[config.mk]
export PLATFORM = sky130hd
export DESIGN_NAME = go_back_n_congestion_control_flat
export DESIGN_NICKNAME = d
export VERILOG_FILES = /design/src/design/gbncc_pkg.sv /design/src/design/gbncc_if.sv /design/src/design/go_back_n_congestion_control.sv /design/src/flat_wrapper.sv
export SDC_FILE = /design/constraint.sdc
export NUM_CORES = 1
export LEC_CHECK = 0
export BUFFER_PORTS_ARGS = -buffer_cell sky130_fd_sc_hd__buf_4
export CORE_ASPECT_RATIO = 1.5
export CORE_MARGIN = 3
export CORE_UTILIZATION = 25
export CTS_CLUSTER_SIZE = 14
export DETAILED_ROUTE_END_ITERATION = 8
export MAX_ROUTING_LAYER = met4
export PLACE_DENSITY = 0.51
export SLEW_MARGIN = 20
export SYNTH_ARGS = -nofsm -noshare
export SYNTH_HDL_FRONTEND = slang
export SYNTH_SLANG_ARGS = --single-unit
[constraint.sdc]
create_clock -name i_clk -period 14.5 [get_ports i_clk]
set_input_delay 0.725 -clock i_clk [delete_from_list [all_inputs] [get_ports i_clk]]
set_output_delay 0.725 -clock i_clk [all_outputs]
set_load 0.01 [all_outputs]
[src/design/gbncc_pkg.sv]
// Package: types and constants shared by the go-back-N congestion control block.
`timescale 1ns / 1ps

package gbncc_pkg;

    // Field widths
    localparam int SEQ_W   = 20;   // ACK sequence number
    localparam int CNT_W   = 21;   // packet index and packet count
    localparam int WIN_W   = 16;   // congestion window and threshold
    localparam int CFG_A_W = 2;    // configuration register index

    // Transfer size limit and window saturation value
    localparam logic [CNT_W-1:0] MAX_PACKETS = CNT_W'(1048576);
    localparam logic [WIN_W-1:0] WIN_MAX     = {WIN_W{1'b1}};

    // Reset values of the configuration registers
    localparam logic [CNT_W-1:0] TOTAL_RST   = CNT_W'(1);
    localparam logic [WIN_W-1:0] SSTHRESH_RST = WIN_W'(32767);

    // Duplicate ACK threshold for fast retransmit
    localparam logic [1:0] DUP_LIMIT = 2'd3;

    // Event kinds
    localparam logic CMD_ACK     = 1'b0;
    localparam logic CMD_TIMEOUT = 1'b1;

    // Configuration register indexes
    localparam logic [CFG_A_W-1:0] CFG_TOTAL_PACKETS    = CFG_A_W'(0);
    localparam logic [CFG_A_W-1:0] CFG_INITIAL_SSTHRESH = CFG_A_W'(1);

    // Congestion control phase
    typedef enum logic [1:0] {
        PH_SLOW  = 2'd0,
        PH_AVOID = 2'd1,
        PH_RECOV = 2'd2
    } t_phase;

    // Input event word
    typedef struct packed {
        logic             cmd;
        logic [SEQ_W-1:0] ack_seqno;
    } t_in_word;

    // Result word
    typedef struct packed {
        logic [CNT_W-1:0] send_from;
        logic [CNT_W-1:0] send_to;
        logic             retransmit;
        logic [WIN_W-1:0] window_size;
        logic [WIN_W-1:0] threshold;
        logic [1:0]       phase;
        logic             finished;
    } t_out_word;

    // Configuration write word
    typedef struct packed {
        logic [CFG_A_W-1:0] index;
        logic [CNT_W-1:0]   data;
    } t_cfg_word;

endpackage

[src/design/gbncc_if.sv]
// Interfaces: valid/ready channels for events, results and configuration writes.
`timescale 1ns / 1ps

interface gbncc_in_if import gbncc_pkg::*; ();
    logic     valid;
    logic     ready;
    t_in_word data;

    modport source (output valid, output data, input ready);
    modport sink   (input valid, input data, output ready);
endinterface

interface gbncc_out_if import gbncc_pkg::*; ();
    logic      valid;
    logic      ready;
    t_out_word data;

    modport source (output valid, output data, input ready);
    modport sink   (input valid, input data, output ready);
endinterface

interface gbncc_cfg_if import gbncc_pkg::*; ();
    logic      valid;
    logic      ready;
    t_cfg_word data;

    modport source (output valid, output data, input ready);
    modport sink   (input valid, input data, output ready);
endinterface

[src/design/go_back_n_congestion_control.sv]
// Go-back-N sender window with Reno-style congestion control: top level.
//
// Each input word is one event (an arriving cumulative ACK, or a retransmission
// timeout) and yields exactly one result word: the packet range to send now, a
// retransmit flag, and the window, threshold and phase after the event. An
// event is processed combinationally: the state registers and the result
// register load together at the accepting edge, so one event per clock is
// sustained while the result side keeps taking words; the result appears in
// the cycle after its event. The input stalls only while a result is held in
// the output register and the sink is not ready. Configuration writes
// (transfer size, initial slow start threshold) are always accepted; a
// threshold write also loads the live threshold. Write them while no event
// is in flight.
`timescale 1ns / 1ps

module go_back_n_congestion_control
    import gbncc_pkg::*;
(
    input  logic                 i_clk,
    input  logic                 i_rst_n,
    gbncc_in_if.sink             i_in,
    gbncc_out_if.source          o_out,
    gbncc_cfg_if.sink            i_cfg
);

    // Configuration registers
    logic [CNT_W-1:0] r_total;
    logic [WIN_W-1:0] r_init_thr;

    // Protocol state
    t_phase           r_phase,    n_phase;
    logic [WIN_W-1:0] r_window,   n_window;
    logic [WIN_W-1:0] r_thr,      n_thr;
    logic [CNT_W-1:0] r_base,     n_base;
    logic [CNT_W-1:0] r_next,     n_next;
    logic [SEQ_W-1:0] r_prev_ack, n_prev_ack;
    logic             r_have_ack, n_have_ack;
    logic [1:0]       r_dup,      n_dup;
    logic [WIN_W-1:0] r_cnt,      n_cnt;
    logic             r_done,     n_done;

    // Result register
    logic             r_out_valid;
    t_out_word        r_out;
    t_out_word        n_out;

    logic             in_acc;
    logic             cfg_acc;
    logic             retx;
    logic [WIN_W-1:0] half_win;
    logic [WIN_W-1:0] win_inc;
    logic [WIN_W-1:0] cnt_inc;
    logic [1:0]       dup_inc;
    logic [CNT_W-1:0] eff_total;
    logic [CNT_W:0]   lim_sum;
    logic [CNT_W-1:0] lim;
    logic [CNT_W-1:0] send_from;
    logic [CNT_W-1:0] send_to;

    // Handshakes: take an event whenever the result register is free or drains
    assign i_in.ready  = !r_out_valid || o_out.ready;
    assign in_acc      = i_in.valid && i_in.ready;
    assign i_cfg.ready = 1'b1;
    assign cfg_acc     = i_cfg.valid;

    assign o_out.valid = r_out_valid;
    assign o_out.data  = r_out;

    // Shared arithmetic
    assign half_win  = r_window >> 1;
    assign win_inc   = (r_window == WIN_MAX) ? WIN_MAX : r_window + WIN_W'(1);
    assign cnt_inc   = r_cnt + WIN_W'(1);
    assign dup_inc   = (r_dup == DUP_LIMIT) ? DUP_LIMIT : r_dup + 2'd1;
    assign eff_total = (r_total > MAX_PACKETS) ? MAX_PACKETS : r_total;

    // Next state for one event
    always_comb begin
        n_phase    = r_phase;
        n_window   = r_window;
        n_thr      = r_thr;
        n_base     = r_base;
        n_prev_ack = r_prev_ack;
        n_have_ack = r_have_ack;
        n_dup      = r_dup;
        n_cnt      = r_cnt;
        n_done     = r_done;
        retx       = 1'b0;
        if (!r_done) begin
            priority if (i_in.data.cmd == CMD_TIMEOUT) begin
                n_dup    = 2'd0;
                n_thr    = half_win;
                n_window = WIN_W'(1);
                n_phase  = PH_SLOW;
                n_cnt    = '0;
                retx     = 1'b1;
            end else if (r_have_ack && (i_in.data.ack_seqno == r_prev_ack)) begin
                // duplicate ACK
                if (r_phase == PH_RECOV) begin
                    n_thr    = half_win;
                    n_window = half_win + WIN_W'(1);
                    n_dup    = 2'd0;
                    retx     = 1'b1;
                end else begin
                    n_dup = dup_inc;
                    if (dup_inc == DUP_LIMIT) begin
                        n_thr    = half_win;
                        n_window = half_win + WIN_W'(3);
                        n_phase  = PH_RECOV;
                        retx     = 1'b1;
                    end
                end
            end else if ({1'b0, i_in.data.ack_seqno} == r_total - CNT_W'(1)) begin
                n_done = 1'b1;
            end else begin
                // new ACK
                n_dup      = 2'd0;
                n_prev_ack = i_in.data.ack_seqno;
                n_have_ack = 1'b1;
                n_base     = {1'b0, i_in.data.ack_seqno} + CNT_W'(1);
                unique case (r_phase)
                    PH_SLOW: begin
                        n_window = win_inc;
                        if (win_inc >= r_thr) begin
                            n_phase = PH_AVOID;
                            n_cnt   = '0;
                        end
                    end
                    PH_AVOID: begin
                        if (cnt_inc >= r_window) begin
                            n_window = win_inc;
                            n_cnt    = '0;
                        end else begin
                            n_cnt = cnt_inc;
                        end
                    end
                    default: begin
                        n_window = (r_thr == '0) ? WIN_W'(1) : r_thr;
                        n_phase  = PH_AVOID;
                        n_cnt    = '0;
                    end
                endcase
            end
        end

        // send range: restart at the base on retransmit, then fill the window
        send_from = retx ? n_base : r_next;
        lim_sum   = {1'b0, n_base} + {{(CNT_W + 1 - WIN_W){1'b0}}, n_window};
        lim       = (lim_sum > {1'b0, eff_total}) ? eff_total : lim_sum[CNT_W-1:0];
        send_to   = send_from;
        if (!n_done && (lim > send_from)) begin
            send_to = lim;
        end
        n_next = send_to;
    end

    // Result word
    always_comb begin
        n_out.send_from   = send_from;
        n_out.send_to     = send_to;
        n_out.retransmit  = retx;
        n_out.window_size = n_window;
        n_out.threshold   = n_thr;
        n_out.phase       = n_phase;
        n_out.finished    = n_done;
    end

    // State and configuration registers
    always_ff @(posedge i_clk) begin
        if (!i_rst_n) begin
            r_total    <= TOTAL_RST;
            r_init_thr <= SSTHRESH_RST;
            r_phase    <= PH_SLOW;
            r_window   <= WIN_W'(1);
            r_thr      <= SSTHRESH_RST;
            r_base     <= '0;
            r_next     <= '0;
            r_prev_ack <= '0;
            r_have_ack <= 1'b0;
            r_dup      <= 2'd0;
            r_cnt      <= '0;
            r_done     <= 1'b0;
        end else begin
            if (in_acc) begin
                r_phase    <= n_phase;
                r_window   <= n_window;
                r_thr      <= n_thr;
                r_base     <= n_base;
                r_next     <= n_next;
                r_prev_ack <= n_prev_ack;
                r_have_ack <= n_have_ack;
                r_dup      <= n_dup;
                r_cnt      <= n_cnt;
                r_done     <= n_done;
            end
            if (cfg_acc) begin
                unique case (i_cfg.data.index)
                    CFG_TOTAL_PACKETS: begin
                        r_total <= i_cfg.data.data;
                    end
                    CFG_INITIAL_SSTHRESH: begin
                        r_init_thr <= i_cfg.data.data[WIN_W-1:0];
                        r_thr      <= i_cfg.data.data[WIN_W-1:0];
                    end
                    default: begin
                    end
                endcase
            end
        end
    end

    // Result register: valid bit
    always_ff @(posedge i_clk) begin
        if (!i_rst_n) begin
            r_out_valid <= 1'b0;
        end else if (in_acc) begin
            r_out_valid <= 1'b1;
        end else if (o_out.ready) begin
            r_out_valid <= 1'b0;
        end
    end

    // Result register: word
    always_ff @(posedge i_clk) begin
        if (in_acc) begin
            r_out <= n_out;
        end
    end

`ifndef NO_ASSERTIONS
    // window never collapses to zero
    a_window_nonzero: assert property (@(posedge i_clk) disable iff (!i_rst_n)
        r_window != '0)
        else $error("congestion window is zero");

    // a full duplicate count only exists in fast recovery
    a_dup_in_recov: assert property (@(posedge i_clk) disable iff (!i_rst_n)
        (r_dup == DUP_LIMIT) |-> (r_phase == PH_RECOV))
        else $error("three duplicates outside fast recovery");

    // finished is sticky
    a_done_sticky: assert property (@(posedge i_clk) disable iff (!i_rst_n)
        r_done |=> r_done)
        else $error("finished flag dropped");

    // a retransmission starts at the current window base
    a_retx_base: assert property (@(posedge i_clk) disable iff (!i_rst_n)
        (r_out_valid && r_out.retransmit) |-> (r_out.send_from == r_base))
        else $error("retransmission does not start at the window base");

    // range never runs backwards
    a_range_order: assert property (@(posedge i_clk) disable iff (!i_rst_n)
        r_out_valid |-> (r_out.send_to >= r_out.send_from))
        else $error("send range end below its start");

    // initial threshold register only moves on a configuration write
    a_init_thr_cfg: assert property (@(posedge i_clk) disable iff (!i_rst_n)
        !$past(cfg_acc) && $past(i_rst_n) |-> $stable(r_init_thr))
        else $error("initial threshold changed without a write");
`endif

endmodule

[src/flat_wrapper.sv]
// flat-port wrapper written by rule: the top's interface ports become plain ports
module go_back_n_congestion_control_flat import gbncc_pkg::*;
  (i_clk, i_rst_n, i_in_valid, i_in_data, i_in_ready, o_out_valid, o_out_data, o_out_ready, i_cfg_valid, i_cfg_data, i_cfg_ready);
  gbncc_in_if i_in_i ();
  gbncc_out_if o_out_i ();
  gbncc_cfg_if i_cfg_i ();
  input  logic i_clk;
  input  logic i_rst_n;
  input wire logic [$bits(i_in_i.valid)-1:0] i_in_valid;
  input wire logic [$bits(i_in_i.data)-1:0] i_in_data;
  output wire logic [$bits(i_in_i.ready)-1:0] i_in_ready;
  output wire logic [$bits(o_out_i.valid)-1:0] o_out_valid;
  output wire logic [$bits(o_out_i.data)-1:0] o_out_data;
  input wire logic [$bits(o_out_i.ready)-1:0] o_out_ready;
  input wire logic [$bits(i_cfg_i.valid)-1:0] i_cfg_valid;
  input wire logic [$bits(i_cfg_i.data)-1:0] i_cfg_data;
  output wire logic [$bits(i_cfg_i.ready)-1:0] i_cfg_ready;
  assign i_in_i.valid = i_in_valid;
  assign i_in_i.data = i_in_data;
  assign i_in_ready = i_in_i.ready;
  assign o_out_valid = o_out_i.valid;
  assign o_out_data = o_out_i.data;
  assign o_out_i.ready = o_out_ready;
  assign i_cfg_i.valid = i_cfg_valid;
  assign i_cfg_i.data = i_cfg_data;
  assign i_cfg_ready = i_cfg_i.ready;
  go_back_n_congestion_control u_core (.i_clk(i_clk), .i_rst_n(i_rst_n), .i_in(i_in_i), .o_out(o_out_i), .i_cfg(i_cfg_i));
endmodule
==> flow_summary.toml <==
[clock_tree]
h-tree-depth = 1
cts_resized = 0
clk_pin_slew_ns = 0.06
clockBufferDepth = 3
hold_buffers = 0
cts_tree = "done"
post_cts_buffers = 0
clk_latency_ns = 0.55
clock-sinks = 216
cts_inserted_buffers = 24
clock-root-buffer = "clkbuf_16"

[synthesis]
synthTopCellsByArea = "dfxtp_1, edfxtp_1, ha_1, nand2_1, xnor2_1"
ys_types = 83
yosysTopAreaCellShare_pct = 18.3
ys_top_cells_by_count = "nand2_1, o21ai_0, dfxtp_1"
synthArstFlopShare_pct = 0
avgSynthCellArea_um2 = 8.18
synth_seq_cells = 216
syn_area_um2 = 15100
syn-num-nets = 1990
yosysSeqAreaShare_pct = 33.9
synth-edff-count = 78
yosysMostFrequentCell = "nand2_1"
synth_area_leader_cell = "dfxtp_1"
ys_warn_count = 0
synth-main-ff-cell = "dfxtp_1"
syn_inst = 1843

[power_and_ir_drop]
p_per_area_nw_per_um2 = 99.5
ir_worst_vdd_v = 0.0000681
leakage_nw = 7.08

[hold_path]
hp-start = "i_cfg_data[16]"
hold_path_end = "u_core.r_total[16]$_SDFFE_PN0P_"
hold_path.class = "in -> reg"
holdPathStages = 3

[floorplanning]
core_area_um2 = 59300
start_util_pct = 25.4
fp.dieW_um = 207
num_rows = 109
num_io_pins = 130
die_h_um = 307
fp.dieArea_um2 = 63400

[placed_design]
placed_area_um2 = 16600
gp_congestion = 0.947
io_buffers = 128
dp.final_hpwl_um = 43700

[worst_setup_path]
slowest_delay_ns = 0.81
reg2reg_slack_ns = 2.15
path_class = "reg -> reg"
cp_slowest_cell = "nor3_2"
r2r-end = "u_core.r_next[16]$_SDFFE_PN0P_"
worst_r2r_path_depth = 50
critPathLaunch = "u_core.r_cnt[0]$_SDFFE_PN0P_"
crit_arrival_ns = 12.79
crit_path_end_kind = "register"
reg2reg_from = "u_core.r_cnt[0]$_SDFFE_PN0P_"
path_max_fanout = 30
crit_required_ns = 14.94
critical_path.startpoint_type = "register"
path_common_cell = "o21ai_0"

[global_routing]
busiest_layer = "met2"
grt_start_max_net_pins = 95
grt_pass1_wl_um = 85500
grt_use_met3_pct = 1.65
met1_usage_pct = 18.9
grt.total_usage_pct = 18.1
use_met2_pct = 32.7
grt_pass1_vias = 13700
antenna_found_initial = 0
overflow = 0

[layout]
num-nets-final = 2035
layout-drive-gt1-share_pct = 12.1
area_delta_synth_final_pct = 15.6
fin_area_um2 = 17400
fillers = 6360
diodes = 0

[route]
drt_pre_antenna_iters = 5
drt_iter0_drc = 1102
via_per_inst = 5.16
route.vias.total = 13800
drc = 0
postRouteAntennaNets = 0
wl_per_cell_um = 21.3
totalWireLength_um = 57000

[sta]
rsz0062_at_grt = "false"
max_freq_mhz = 81.0
finClkSkew_ns = 0.0167
tightest_slew_ns = 1.07
period_share_pct = 85.2
setup_viol = 0
period_minus_slack_ns = 12.35
relSlewSlack_pct = 28.4
tns_ns = 0
finalHoldViolCount = 0
maxSlewViolCount = 0

[job]
drv_cap = 0

[status]
status = "complete, no violations"
[registers in the layout, summed over array words and instances (netlist names), 2 cells and up]
name,flops
u_core.r_total,21
u_core.r_dup,2
u_core.r_cnt,16
u_core.o_out.data,78
u_core.r_window,16
u_core.r_phase,2
u_core.r_base,21
u_core.r_thr,16
u_core.r_next,21
u_core.r_prev_ack,20
[cells in the final DEF, fill, tap and decap left out, types with 56 or more instances in the layout]
| cell type | instances |
|---|---|
| inv_1 | 87 |
| ha_1 | 97 |
| dfxtp_1 | 138 |
| nor2_1 | 104 |
| a21oi_1 | 89 |
| buf_4 | 145 |
| o21ai_0 | 144 |
| nand2_1 | 286 |
| edfxtp_1 | 78 |
| xnor2_1 | 88 |
| a21boi_0 | 56 |
[final cells by class]
type | count | area (um2) | share of cell area, %
clock inverter | 8 | 104 | 0.596
sequential | 216 | 5100 | 29.3
inverter | 90 | 340 | 1.95
multi-input combinational | 1411 | 9140 | 52.4
tap | 777 | 972 | 5.58
timing repair buffer | 145 | 1090 | 6.24
clock buffer | 36 | 687 | 3.94
[stage by stage]
stage / instances / hold slack [ns] / utilization [%] / power (mW) / setup WS [ns]
finish: 2683 / 0.447 / 29.4 / 1.74 / 2.15
global route: 2683 / 0.455 / 29.4 / 1.82 / 1.30
CTS: 2683 / 0.422 / 29.4 / 1.76 / 2.26
detailed placement: 2639 / 0.452 / 28.1 / 1.12 / 2.31
global placement: 2639 / 0.448 / 28.1 / 1.12 / 2.54
floorplan: 1843 / 0.440 / - / 0.986 / 4.24
[layer usage]
metal | wire, um | part of all wire (%)
met5 | 0 | 0
met1 | 21000 | 37
met2 | 29800 | 52
met4 | 4010 | 7.0
met3 | 2220 | 3.9
[worst max-delay path by stage]
stage | to | cells past startpoint | slack [ns]
4_1_cts | u_core.r_next[16]$_SDFFE_PN0P_ | 50 | 2.26
3_3_place_gp | u_core.o_out.data[56]$_DFFE_PP_ | 48 | 2.54
5_1_grt | u_core.r_next[16]$_SDFFE_PN0P_ | 51 | 1.30
6_report | u_core.r_next[16]$_SDFFE_PN0P_ | 50 | 2.15
2_1_floorplan | u_core.o_out.data[48]$_DFFE_PP_ | 49 | 4.24
3_5_place_dp | u_core.o_out.data[56]$_DFFE_PP_ | 49 | 2.31
[worst max-delay path: cells and delay by family, from the launching register on]
kind	cells	cell delay, ns
AND/OR/NAND/NOR	20	4.79
AO/OA/AOI/OAI	19	4.27
adder cells (fa/ha/maj)	5	1.55
buffers and inverters	4	0.92
flip-flops	1	0.41
XOR/XNOR	2	0.25
[power by group]
part | total [mW] | internal, mW | switching [mW]
clock | 0.629 | 0.364 | 0.264
combinational | 0.393 | 0.159 | 0.234
sequential | 0.713 | 0.681 | 0.0318
[cell families after synthesis]
| family | Yosys count | share of synthesized area [%] |
|---|---|---|
| AND/OR/NAND/NOR | 625 | 19.5 |
| AO/OA/AOI/OAI | 511 | 21.9 |
| flip-flops | 216 | 33.9 |
| buffers and inverters | 216 | 5.69 |
| XOR/XNOR | 117 | 6.80 |
| adder cells (fa/ha/maj) | 98 | 8.18 |
| multiplexers | 59 | 4.03 |
| other | 1 | 0.0249 |
No activity file was read; power rests on OpenSTA's default activity.
